<file path="config.mk">
export PLATFORM = sky130hd
export DESIGN_NAME = gimbal_axis_slew_tracker_unit
export DESIGN_NICKNAME = d
export VERILOG_FILES = /design/src/hdl/gast_pkg.sv /design/src/hdl/gast_ctrl.sv /design/src/hdl/gast_dp.sv /design/src/hdl/gimbal_axis_slew_tracker_unit.sv
export SDC_FILE = /design/constraint.sdc
export NUM_CORES = 2
export LEC_CHECK = 0
export ABC_AREA = 0
export BUFFER_PORTS_ARGS = -buffer_cell sky130_fd_sc_hd__buf_2
export CORE_MARGIN = 1.5
export CORE_UTILIZATION = 60
export CTS_BUF_LIST = sky130_fd_sc_hd__clkbuf_2 sky130_fd_sc_hd__clkbuf_4 sky130_fd_sc_hd__clkbuf_8
export DETAILED_ROUTE_END_ITERATION = 16
export PLACE_DENSITY = 0.8
export SKIP_CTS_REPAIR_TIMING = 1
export SLEW_MARGIN = 20
export SYNTH_ARGS = -nofsm -noshare
export SYNTH_HDL_FRONTEND = slang
export SYNTH_SLANG_ARGS = --single-unit
</file>
<file path="constraint.sdc">
create_clock -name clock -period 29.4 [get_ports clock]
set_input_delay 8.82 -clock clock [delete_from_list [all_inputs] [get_ports clock]]
set_output_delay 8.82 -clock clock [all_outputs]
set_load 0.005 [all_outputs]
</file>
<file path="src/hdl/gast_pkg.sv">
// ----------------------------------------------------------------------------
// Gimbal axis slew tracker package
// Shared widths, codes, command and status types and helper functions for
// the slew tracker controller, datapath and top level.
// ----------------------------------------------------------------------------
package gast_pkg;

   // Fixed-point format defaults.
   localparam int ANGLE_FRAC_BITS_DEF = 12;
   localparam int TIME_FRAC_BITS_DEF  = 20;

   // Field widths.
   localparam int ACT_W    = 2;
   localparam int ANG_W    = 22;
   localparam int DT_W     = 21;
   localparam int RATE_W   = 23;
   localparam int FRATE_W  = 22;
   localparam int MODE_W   = 2;
   localparam int PROD_W   = RATE_W + DT_W;
   localparam int SUM_W    = PROD_W + 2;
   localparam int CSR_IDX_W  = 3;
   localparam int CSR_DATA_W = 23;
   localparam int REQ_DATA_W = 48;
   localparam int RSP_DATA_W = 24;

   // Action codes carried with each request.
   localparam logic [ACT_W-1:0] ACT_SET_CMD = 2'd0;
   localparam logic [ACT_W-1:0] ACT_PRESET  = 2'd1;
   localparam logic [ACT_W-1:0] ACT_TICK    = 2'd2;

   // Control modes.
   localparam logic [MODE_W-1:0] MODE_TRACK = 2'd0;
   localparam logic [MODE_W-1:0] MODE_RATE  = 2'd1;
   localparam logic [MODE_W-1:0] MODE_FIXED = 2'd2;

   // Configuration register indexes.
   localparam logic [CSR_IDX_W-1:0] CSR_CONTROL_MODE  = 3'd0;
   localparam logic [CSR_IDX_W-1:0] CSR_AXIS_ENABLED  = 3'd1;
   localparam logic [CSR_IDX_W-1:0] CSR_FREE_ROTATE   = 3'd2;
   localparam logic [CSR_IDX_W-1:0] CSR_TRACKING_RATE = 3'd3;
   localparam logic [CSR_IDX_W-1:0] CSR_FIXED_RATE    = 3'd4;
   localparam logic [CSR_IDX_W-1:0] CSR_MIN_LIMIT     = 3'd5;
   localparam logic [CSR_IDX_W-1:0] CSR_MAX_LIMIT     = 3'd6;

   // Reset values of the limits.
   localparam logic signed [ANG_W-1:0] MIN_LIMIT_RST = -22'sd1474560;
   localparam logic signed [ANG_W-1:0] MAX_LIMIT_RST = 22'sd1474560;

   // Commands from the controller to the datapath.
   typedef struct packed {
      logic load;
      logic mul;
      logic step;
      logic commit;
   } gast_cmd_type;

   // Status from the datapath to the controller.
   typedef struct packed {
      logic rsp_free;
   } gast_status_type;

   // Sign-extends an angle to the wide arithmetic width.
   function automatic logic signed [SUM_W-1:0] ext_angle(input logic signed [ANG_W-1:0] a);
      ext_angle = {{(SUM_W-ANG_W){a[ANG_W-1]}}, a};
   endfunction

   // Saturates a wide value to the signed angle range.
   function automatic logic signed [ANG_W-1:0] sat_angle(input logic signed [SUM_W-1:0] x);
      logic signed [SUM_W-1:0] lo;
      logic signed [SUM_W-1:0] hi;
      lo = ext_angle({1'b1, {(ANG_W-1){1'b0}}});
      hi = ext_angle({1'b0, {(ANG_W-1){1'b1}}});
      if (x < lo) begin
         sat_angle = lo[ANG_W-1:0];
      end else if (x > hi) begin
         sat_angle = hi[ANG_W-1:0];
      end else begin
         sat_angle = x[ANG_W-1:0];
      end
   endfunction

endpackage

</file>
<file path="src/hdl/gast_ctrl.sv">
// ----------------------------------------------------------------------------
// Slew tracker controller
// Sequences each request through capture, multiply, add and commit, and
// holds the commit back while the previous result still waits.
// ----------------------------------------------------------------------------
module gast_ctrl (
   input  logic                     clock,
   input  logic                     reset,
   input  logic                     req_tvalid,
   output logic                     req_tready,
   input  gast_pkg::gast_status_type status,
   output gast_pkg::gast_cmd_type    cmd
);
   import gast_pkg::*;

   localparam logic [1:0] ST_IDLE   = 2'd0;
   localparam logic [1:0] ST_MUL    = 2'd1;
   localparam logic [1:0] ST_STEP   = 2'd2;
   localparam logic [1:0] ST_COMMIT = 2'd3;

   logic [1:0] state_ff;
   logic [1:0] state_in;

   // Next state and commands.
   always_comb begin
      state_in   = state_ff;
      cmd        = '0;
      req_tready = 1'b0;
      case (state_ff)
         ST_IDLE: begin
            req_tready = 1'b1;
            if (req_tvalid) begin
               cmd.load = 1'b1;
               state_in = ST_MUL;
            end
         end
         ST_MUL: begin
            cmd.mul  = 1'b1;
            state_in = ST_STEP;
         end
         ST_STEP: begin
            cmd.step = 1'b1;
            state_in = ST_COMMIT;
         end
         ST_COMMIT: begin
            if (status.rsp_free) begin
               cmd.commit = 1'b1;
               state_in   = ST_IDLE;
            end
         end
         default: begin
            state_in = ST_IDLE;
         end
      endcase
   end

   // State register.
   always_ff @(posedge clock) begin
      if (reset) begin
         state_ff <= ST_IDLE;
      end else begin
         state_ff <= state_in;
      end
   end

endmodule

</file>
<file path="src/hdl/gast_dp.sv">
// ----------------------------------------------------------------------------
// Slew tracker datapath
// Holds the configuration registers and axis state, forms rate*dt on one
// multiplier, adds the step and commits the clamped, snapped or wrapped angle.
// ----------------------------------------------------------------------------
module gast_dp #(
   parameter int ANGLE_FRAC_BITS = gast_pkg::ANGLE_FRAC_BITS_DEF,
   parameter int TIME_FRAC_BITS  = gast_pkg::TIME_FRAC_BITS_DEF
) (
   input  logic                                clock,
   input  logic                                reset,
   input  gast_pkg::gast_cmd_type              cmd,
   output gast_pkg::gast_status_type           status,
   input  logic [gast_pkg::ACT_W-1:0]          req_action,
   input  logic signed [gast_pkg::ANG_W-1:0]   req_angle_value,
   input  logic [gast_pkg::DT_W-1:0]           req_delta_time,
   input  logic                                csr_valid,
   input  logic [gast_pkg::CSR_IDX_W-1:0]      csr_index,
   input  logic [gast_pkg::CSR_DATA_W-1:0]     csr_data,
   output logic                                rsp_tvalid,
   input  logic                                rsp_tready,
   output logic signed [gast_pkg::ANG_W-1:0]   rsp_current_angle,
   output logic                                rsp_on_target
);
   import gast_pkg::*;

   localparam logic signed [SUM_W-1:0] FULL_TURN = SUM_W'(360) <<< ANGLE_FRAC_BITS;

   // Configuration registers.
   logic [MODE_W-1:0]         mode_ff;
   logic                      enabled_ff;
   logic                      free_ff;
   logic signed [RATE_W-1:0]  track_ff;
   logic [FRATE_W-1:0]        fixed_ff;
   logic signed [ANG_W-1:0]   min_ff;
   logic signed [ANG_W-1:0]   max_ff;

   // Axis state.
   logic signed [ANG_W-1:0]   axis_ff;
   logic signed [ANG_W-1:0]   target_ff;

   // Captured request and intermediate results.
   logic [ACT_W-1:0]          act_ff;
   logic signed [ANG_W-1:0]   ang_ff;
   logic [DT_W-1:0]           dt_ff;
   logic [PROD_W-1:0]         prod_ff;
   logic [PROD_W-1:0]         prod_in;
   logic                      neg_ff;
   logic                      neg_in;
   logic signed [SUM_W-1:0]   next_ff;
   logic signed [SUM_W-1:0]   next_in;

   // Result register.
   logic                      rsp_valid_ff;
   logic signed [ANG_W-1:0]   rsp_angle_ff;
   logic                      rsp_on_ff;

   logic signed [RATE_W-1:0]  rate_sel;
   logic [RATE_W-1:0]         rate_mag;
   logic [PROD_W-1:0]         step_mag;
   logic signed [SUM_W-1:0]   step_s;
   logic signed [SUM_W-1:0]   cur_w;
   logic signed [SUM_W-1:0]   cmd_w;
   logic signed [SUM_W-1:0]   lo_w;
   logic signed [SUM_W-1:0]   hi_w;
   logic signed [SUM_W-1:0]   clamped;
   logic signed [SUM_W-1:0]   moved;
   logic signed [ANG_W-1:0]   axis_in;
   logic signed [ANG_W-1:0]   target_in;

   assign cur_w = ext_angle(axis_ff);
   assign cmd_w = ext_angle(target_ff);
   assign lo_w  = ext_angle(min_ff);
   assign hi_w  = ext_angle(max_ff);

   // Configuration writes; the port never stalls.
   always_ff @(posedge clock) begin
      if (reset) begin
         mode_ff    <= MODE_TRACK;
         enabled_ff <= 1'b1;
         free_ff    <= 1'b0;
         track_ff   <= '0;
         fixed_ff   <= '0;
         min_ff     <= MIN_LIMIT_RST;
         max_ff     <= MAX_LIMIT_RST;
      end else if (csr_valid) begin
         case (csr_index)
            CSR_CONTROL_MODE:  mode_ff    <= csr_data[MODE_W-1:0];
            CSR_AXIS_ENABLED:  enabled_ff <= csr_data[0];
            CSR_FREE_ROTATE:   free_ff    <= csr_data[0];
            CSR_TRACKING_RATE: track_ff   <= $signed(csr_data[RATE_W-1:0]);
            CSR_FIXED_RATE:    fixed_ff   <= csr_data[FRATE_W-1:0];
            CSR_MIN_LIMIT:     min_ff     <= $signed(csr_data[ANG_W-1:0]);
            CSR_MAX_LIMIT:     max_ff     <= $signed(csr_data[ANG_W-1:0]);
            default: begin
            end
         endcase
      end
   end

   // Multiply stage: magnitude of the selected rate times the elapsed time.
   always_comb begin
      if (mode_ff == MODE_FIXED) begin
         rate_sel = $signed({1'b0, fixed_ff});
      end else begin
         rate_sel = track_ff;
      end
      neg_in   = rate_sel[RATE_W-1];
      rate_mag = neg_in ? (RATE_W'(0) - rate_sel) : rate_sel;
      prod_in  = {{DT_W{1'b0}}, rate_mag} * {{RATE_W{1'b0}}, dt_ff};
   end

   // Add stage: truncated step with its sign, applied toward the command outside rate mode.
   always_comb begin
      step_mag = prod_ff >> TIME_FRAC_BITS;
      step_s   = $signed({2'b00, step_mag});
      if (neg_ff) begin
         step_s = -step_s;
      end
      if (mode_ff != MODE_RATE && target_ff < axis_ff) begin
         next_in = cur_w - step_s;
      end else begin
         next_in = cur_w + step_s;
      end
   end

   // Commit stage: clamp, snap or wrap, saturate, then apply the action.
   always_comb begin
      if (next_ff < lo_w) begin
         clamped = lo_w;
      end else if (next_ff < hi_w) begin
         clamped = next_ff;
      end else begin
         clamped = hi_w;
      end
      moved = clamped;
      if (mode_ff == MODE_RATE) begin
         if (free_ff) begin
            if (next_ff > FULL_TURN) begin
               moved = next_ff - FULL_TURN;
            end else if (next_ff < 0) begin
               moved = next_ff + FULL_TURN;
            end else begin
               moved = next_ff;
            end
         end
      end else if ((clamped < cmd_w && cur_w > cmd_w) ||
                   (clamped > cmd_w && cur_w < cmd_w)) begin
         // The step overshot the command, so it lands on it.
         moved = cmd_w;
      end

      axis_in   = axis_ff;
      target_in = target_ff;
      case (act_ff)
         ACT_SET_CMD: target_in = ang_ff;
         ACT_PRESET:  axis_in   = ang_ff;
         ACT_TICK: begin
            if (enabled_ff) begin
               case (mode_ff)
                  MODE_TRACK, MODE_FIXED: begin
                     if (axis_ff != target_ff) begin
                        axis_in = sat_angle(moved);
                     end
                  end
                  MODE_RATE: axis_in = sat_angle(moved);
                  default: begin
                  end
               endcase
            end
         end
         default: begin
         end
      endcase
   end

   // Request capture and pipeline registers.
   always_ff @(posedge clock) begin
      if (cmd.load) begin
         act_ff <= req_action;
         ang_ff <= req_angle_value;
         dt_ff  <= req_delta_time;
      end
      if (cmd.mul) begin
         prod_ff <= prod_in;
         neg_ff  <= neg_in;
      end
      if (cmd.step) begin
         next_ff <= next_in;
      end
      if (cmd.commit) begin
         rsp_angle_ff <= axis_in;
         rsp_on_ff    <= (axis_in == target_in);
      end
   end

   // Axis state and result valid.
   always_ff @(posedge clock) begin
      if (reset) begin
         axis_ff      <= '0;
         target_ff    <= '0;
         rsp_valid_ff <= 1'b0;
      end else begin
         if (cmd.commit) begin
            axis_ff      <= axis_in;
            target_ff    <= target_in;
            rsp_valid_ff <= 1'b1;
         end else if (rsp_tready) begin
            rsp_valid_ff <= 1'b0;
         end
      end
   end

   assign status.rsp_free   = !rsp_valid_ff || rsp_tready;
   assign rsp_tvalid        = rsp_valid_ff;
   assign rsp_current_angle = rsp_angle_ff;
   assign rsp_on_target     = rsp_on_ff;

endmodule

</file>
<file path="src/hdl/gimbal_axis_slew_tracker_unit.sv">
// ----------------------------------------------------------------------------
// Gimbal axis slew tracker
// One gimbal axis: sets the command, presets the angle or moves the axis on
// a time tick, with slew limiting, angle limits and free rotation.
// ----------------------------------------------------------------------------
// The request is captured at acceptance, then makes one pass through the
// shared rate*dt multiplier, then the wide add of the step, and finally the
// commit of clamp, snap and saturation. The controller takes no new request
// before the commit, and the next request is accepted on the cycle after the
// commit. A result left waiting holds the following commit back until it is
// taken.
// Configuration writes are accepted on every cycle and must be made only
// while the unit is idle.
// ----------------------------------------------------------------------------
module gimbal_axis_slew_tracker_unit #(
   parameter int ANGLE_FRAC_BITS = gast_pkg::ANGLE_FRAC_BITS_DEF,
   parameter int TIME_FRAC_BITS  = gast_pkg::TIME_FRAC_BITS_DEF
) (
   input  logic                                clock,
   input  logic                                reset,
   // Request channel.
   input  logic                                req_tvalid,
   output logic                                req_tready,
   // angle_value [21:0], delta_time [42:22], zero [47:43]
   input  logic [gast_pkg::REQ_DATA_W-1:0]     req_tdata,
   // action [1:0]
   input  logic [gast_pkg::ACT_W-1:0]          req_tuser,
   // Result channel.
   output logic                                rsp_tvalid,
   input  logic                                rsp_tready,
   // current_angle [21:0], on_target [22], zero [23]
   output logic [gast_pkg::RSP_DATA_W-1:0]     rsp_tdata,
   // Configuration write channel.
   input  logic                                csr_valid,
   output logic                                csr_ready,
   input  logic [gast_pkg::CSR_IDX_W-1:0]      csr_index,
   input  logic [gast_pkg::CSR_DATA_W-1:0]     csr_data
);
   import gast_pkg::*;

   gast_cmd_type            cmd;
   gast_status_type         status;
   logic signed [ANG_W-1:0] rsp_angle;
   logic                    rsp_on;

   assign csr_ready = 1'b1;

   // Controller.
   gast_ctrl u_ctrl (
      .clock      (clock),
      .reset      (reset),
      .req_tvalid (req_tvalid),
      .req_tready (req_tready),
      .status     (status),
      .cmd        (cmd)
   );

   // Datapath.
   gast_dp #(
      .ANGLE_FRAC_BITS (ANGLE_FRAC_BITS),
      .TIME_FRAC_BITS  (TIME_FRAC_BITS)
   ) u_dp (
      .clock             (clock),
      .reset             (reset),
      .cmd               (cmd),
      .status            (status),
      .req_action        (req_tuser),
      .req_angle_value   ($signed(req_tdata[ANG_W-1:0])),
      .req_delta_time    (req_tdata[ANG_W+DT_W-1:ANG_W]),
      .csr_valid         (csr_valid),
      .csr_index         (csr_index),
      .csr_data          (csr_data),
      .rsp_tvalid        (rsp_tvalid),
      .rsp_tready        (rsp_tready),
      .rsp_current_angle (rsp_angle),
      .rsp_on_target     (rsp_on)
   );

   // Result packing.
   assign rsp_tdata = {1'b0, rsp_on, rsp_angle};

endmodule

</file>
==> summary.md <==
| Metric | Value |
|---|---|
| Arrival time of data at the critical path endpoint | `12.62 ns` |
| Hold depth | `2` |
| Clock root buffer master | `clkbuf_8` |
| Slowest CP cell | `xnor2_4` |
| Post-synth EDFFs | `139` |
| Hold violation total from the final report | `0` |
| Worst min-delay path endpoint | `u_dp.track_ff[0]` |
| Part of the cycle the worst path needs | `41.7%` |
| Remaining routing DRC violations | `0` |
| Library cell appearing most often on the critical path | `fa_1` |
| Startpoint type of the worst setup path | `register` |
| Synthesized area per cell | `8.19 sq um` |
| HPWL after detailed placement | `83.7 mm` |
| Number of global-route vias before repair | `33000` |
| Buffer levels on the longest clock path | `3` |
| Area of the die | `0.0640 sq mm` |
| Static power due to leakage | `0.0180 uW` |
| Count of pins on the block boundary | `108` |
| NumNets Final | `5393` |
| Number of iterations in the first detailed-routing pass | `6` |
| Peak clock frequency supported by timing | `0.0817 GHz` |
| Worst-path fanout max | `34` |
| Worst EP required | `29.77 ns` |
| Number of failing setup endpoints in the final timing report | `0` |
| Worst voltage drop across the vdd grid | `111 uV` |
| Via-to-Cell Ratio | `6.16` |
| Number of cells on the worst reg-to-reg path | `38` |
| Largest net degree at the start of global routing | `84` |
| Distinct cell type count after synthesis | `88` |
| RSZ-0062 raised after global routing | `false` |
| Num rows | `91` |
| Simple-Gate Fraction of Synth Area | `20.3%` |
| Worst max-slew margin expressed relative to the limit | `22.8%` |
| R2R Path End | `u_dp.prod_ff[43]` |
| Total of buffers placed on input and output ports | `100` |
| Worst min-delay path startpoint | `u_dp.track_ff[0]` |
| Setup Total Neg Slack | `0 ns` |
| Total Routing Usage GR | `35.7%` |
| Most frequent cell after synthesis | `nand2_1` |
| Area of the core | `0.0617 sq mm` |
| Clock Skews | `0.0828 ns` |
| Origin of the critical flop-to-flop path | `u_dp.mode_ff[1]` |
| Worst-case register-to-register setup slack | `17.15 ns` |
| Insertion delay to the later sink of the worst-skew pair | `0.71 ns` |
| Antenna violations before repair | `3` |
| Power share of the sequential group | `19.4%` |
| Area of all placed cells without fillers | `0.0399 sq mm` |
| Gate count after technology mapping | `4579` |
| Worst Hold Class | `register to register` |
| Starting utilization of the core area | `60.8%` |
| Part of the total power dissipated in the clock network | `11.3%` |
| Synthesis-to-finish area growth | `6.46%` |
| Deepest level of the CTS H-tree | `2` |
| Top cells by instance count after synthesis | `nand2_1, inv_1, fa_1, ha_1, a21oi_1` |
| Final GP Congestion | `0.997` |
| Top cell type's share of synthesized area | `21.1%` |
| Fraction of registers with async set/reset | `0%` |
| Cell Area, Synth | `0.0375 sq mm` |
| Post-CTS clock slew at the launch and capture registers of the worst setup and hold paths | `0.06 ns` |
| Largest family of logic cells by synthesized area | `adder cells` |
| Leading cell types by total area after synthesis | `fa_1, ha_1, edfxtp_1` |
| Dominant synthesized flop cell | `dfxtp_1` |
| Number of buffers inserted during clock tree synthesis | `51` |
| Drt first-iter violations | `3294` |
| Max-slew violations | `0` |
| Post-synthesis compound-gate area fraction | `15.1%` |
| Capturing element type of the critical path | `register` |
| Area share of xor/xnor cells in the synthesized design | `3.57%` |
| Worst setup slack after placement | `17.42 ns` |
| Internal portion of total power | `1760 uW` |
| Nets in the synthesized netlist | `5421` |
| Logic pwr share | `69.3%` |
| Die width | `253 microns` |
| Result of the run | `complete, no violations` |
| Shortest period the worst path allows | `12.25 ns` |
| Fraction of power spent switching nets | `53.2%` |
| Number of antenna-violating nets in the routed design | `0` |
| Mux cell area share after synthesis | `1.40%` |
| Die span in y | `253 microns` |
| Number of sinks driven by the clock tree | `279` |
| Post-detailed-route wirelength per cell | `20.9 microns` |
| Class of the most critical setup path | `register to register` |
| TritonCTS clock tree | `done` |
| Wire length of the first global-routing pass | `178 mm` |
| Synthesis Warnings | `0` |
| Post-Synth Adder-Cell Area | `33.3%` |
| Overall via count from detail_route | `33500` |
| Cell type contributing the most total cell area after synthesis | `fa_1` |
| Switching power total | `2000 uW` |
| Power Total | `3760 uW` |
| Power density normalized to cell area | `94.3 mW/mm^2` |
| Sequential share of the synthesized area | `18.6%` |
| Worst-case setup margin in the final layout | `17.15 ns` |
| Share of final-layout standard cells stronger than drive strength 1 | `7.03%` |
| Number of violations of the max-capacitance limit | `0` |
| Routed wire length | `113 mm` |
| Transition time of the tightest slew-check pin | `1.16 ns` |
| Placed inst area | `0.0387 sq mm` |
| Largest incremental delay on the critical path | `0.95 ns` |
| Yosys reg bits | `279` |
| Total global routing overflow | `0` |
==> power groups by stage <==
stage | Clock (uW) | Combinational [uW] | Sequential, uW
global route | 445 | 2870 | 737
floorplan | 0 | 1960 | 632
global placement | 0 | 2490 | 727
finish | 425 | 2610 | 730
detailed placement | 0 | 2540 | 727
CTS | 428 | 2550 | 720
==> cell type report <==
| class | count | area [sq um] |
|---|---|---|
| Sequential cell | 279 | 6980 |
| Multi-Input combinational cell | 3537 | 27800 |
| Tap cell | 837 | 1050 |
| Inverter | 512 | 1920 |
| Clock inverter | 19 | 216 |
| Antenna cell | 3 | 7.51 |
| Fill cell | 5252 | 21800 |
| Clock buffer | 77 | 941 |
| Timing Repair Buffer | 170 | 1030 |
==> kinds of logic after synthesis <==
group / Yosys count
fa+ha+maj: 761
other cells: 2
buf+inv: 763
mux: 50
flops: 279
xor+xnor: 153
compound gates: 910
simple gates: 1661
==> flip-flops by register name, indices dropped and copies added, names as in the netlist, 22 cells and up <==
name	count
u_dp.ang_ff	22
u_dp.axis_ff	22
u_dp.fixed_ff	22
u_dp.max_ff	22
u_dp.min_ff	22
u_dp.next_ff	46
u_dp.prod_ff	24
u_dp.rsp_current_angle	22
u_dp.target_ff	22
u_dp.track_ff	23
==> per-layer routing <==
metal	vias up	track usage [%]	share of wire [%]	routed length, microns
li1	15400	-	-	-
met1	15900	45.6	39	43800
met2	1812	57.7	46	52100
met3	402	6.60	9.7	11000
met4	0	18.4	5.8	6530
met5	-	0	0	0
==> worst max-delay path by stage <==
stage,startpoint,endpoint,slack [ns],cells past startpoint
finish,u_dp.mode_ff[1],u_dp.prod_ff[43],17.15,38
global route,u_dp.mode_ff[1],u_dp.prod_ff[43],16.64,38
CTS,u_dp.mode_ff[1],u_dp.prod_ff[43],17.35,38
detailed placement,u_dp.mode_ff[1],u_dp.prod_ff[43],17.42,38
global placement,u_dp.mode_ff[1],u_dp.prod_ff[43],17.74,38
floorplan,rsp_tready,u_dp.rsp_current_angle[0],18.97,4
==> placed cells by master, fill, tap and decap left out, drive strengths merged, types with 21 or more instances in the layout <==
cell | synthesis | final
a21o | 43 | 43
nand3 | 73 | 73
nand2b | 32 | 32
mux2i | 40 | 40
clkbuf | 224 | 77
nand2 | 829 | 829
o211ai | 22 | 22
nand4 | 59 | 59
ha | 365 | 365
buf | 27 | 170
xnor2 | 84 | 84
and2 | 191 | 191
nor2 | 259 | 259
o21a | 28 | 28
edfxtp | 139 | 139
o21ai | 170 | 170
and3 | 33 | 33
xor2 | 69 | 69
a211oi | 48 | 48
or4 | 21 | 21
fa | 396 | 396
nor3 | 57 | 57
a31oi | 66 | 66
inv | 509 | 510
a21oi | 337 | 337
nor4 | 29 | 29
dfxtp | 140 | 140
==> through the flow <==
stage	hold WS (ns)	instances	utilization (%)
floorplan	0.433	4579	-
global placement	0.441	5335	62.8
detailed placement	0.447	5335	62.8
CTS	0.456	5431	64.7
global route	0.479	5433	64.7
finish	0.456	5434	64.7
==> critical path, delay by kind of cell, from the launching register on <==
family	cells	cell delay, ns
adders and majority gates	8	3.94
and+or+nand+nor	6	1.08
xor gates and xnor gates	2	1.02
DFF	1	0.48
muxes	1	0.62
buffers and inverters	6	0.76
AOI/OAI and AO/OA	15	3.99
Note: power is estimated with default switching activity, not from simulation.
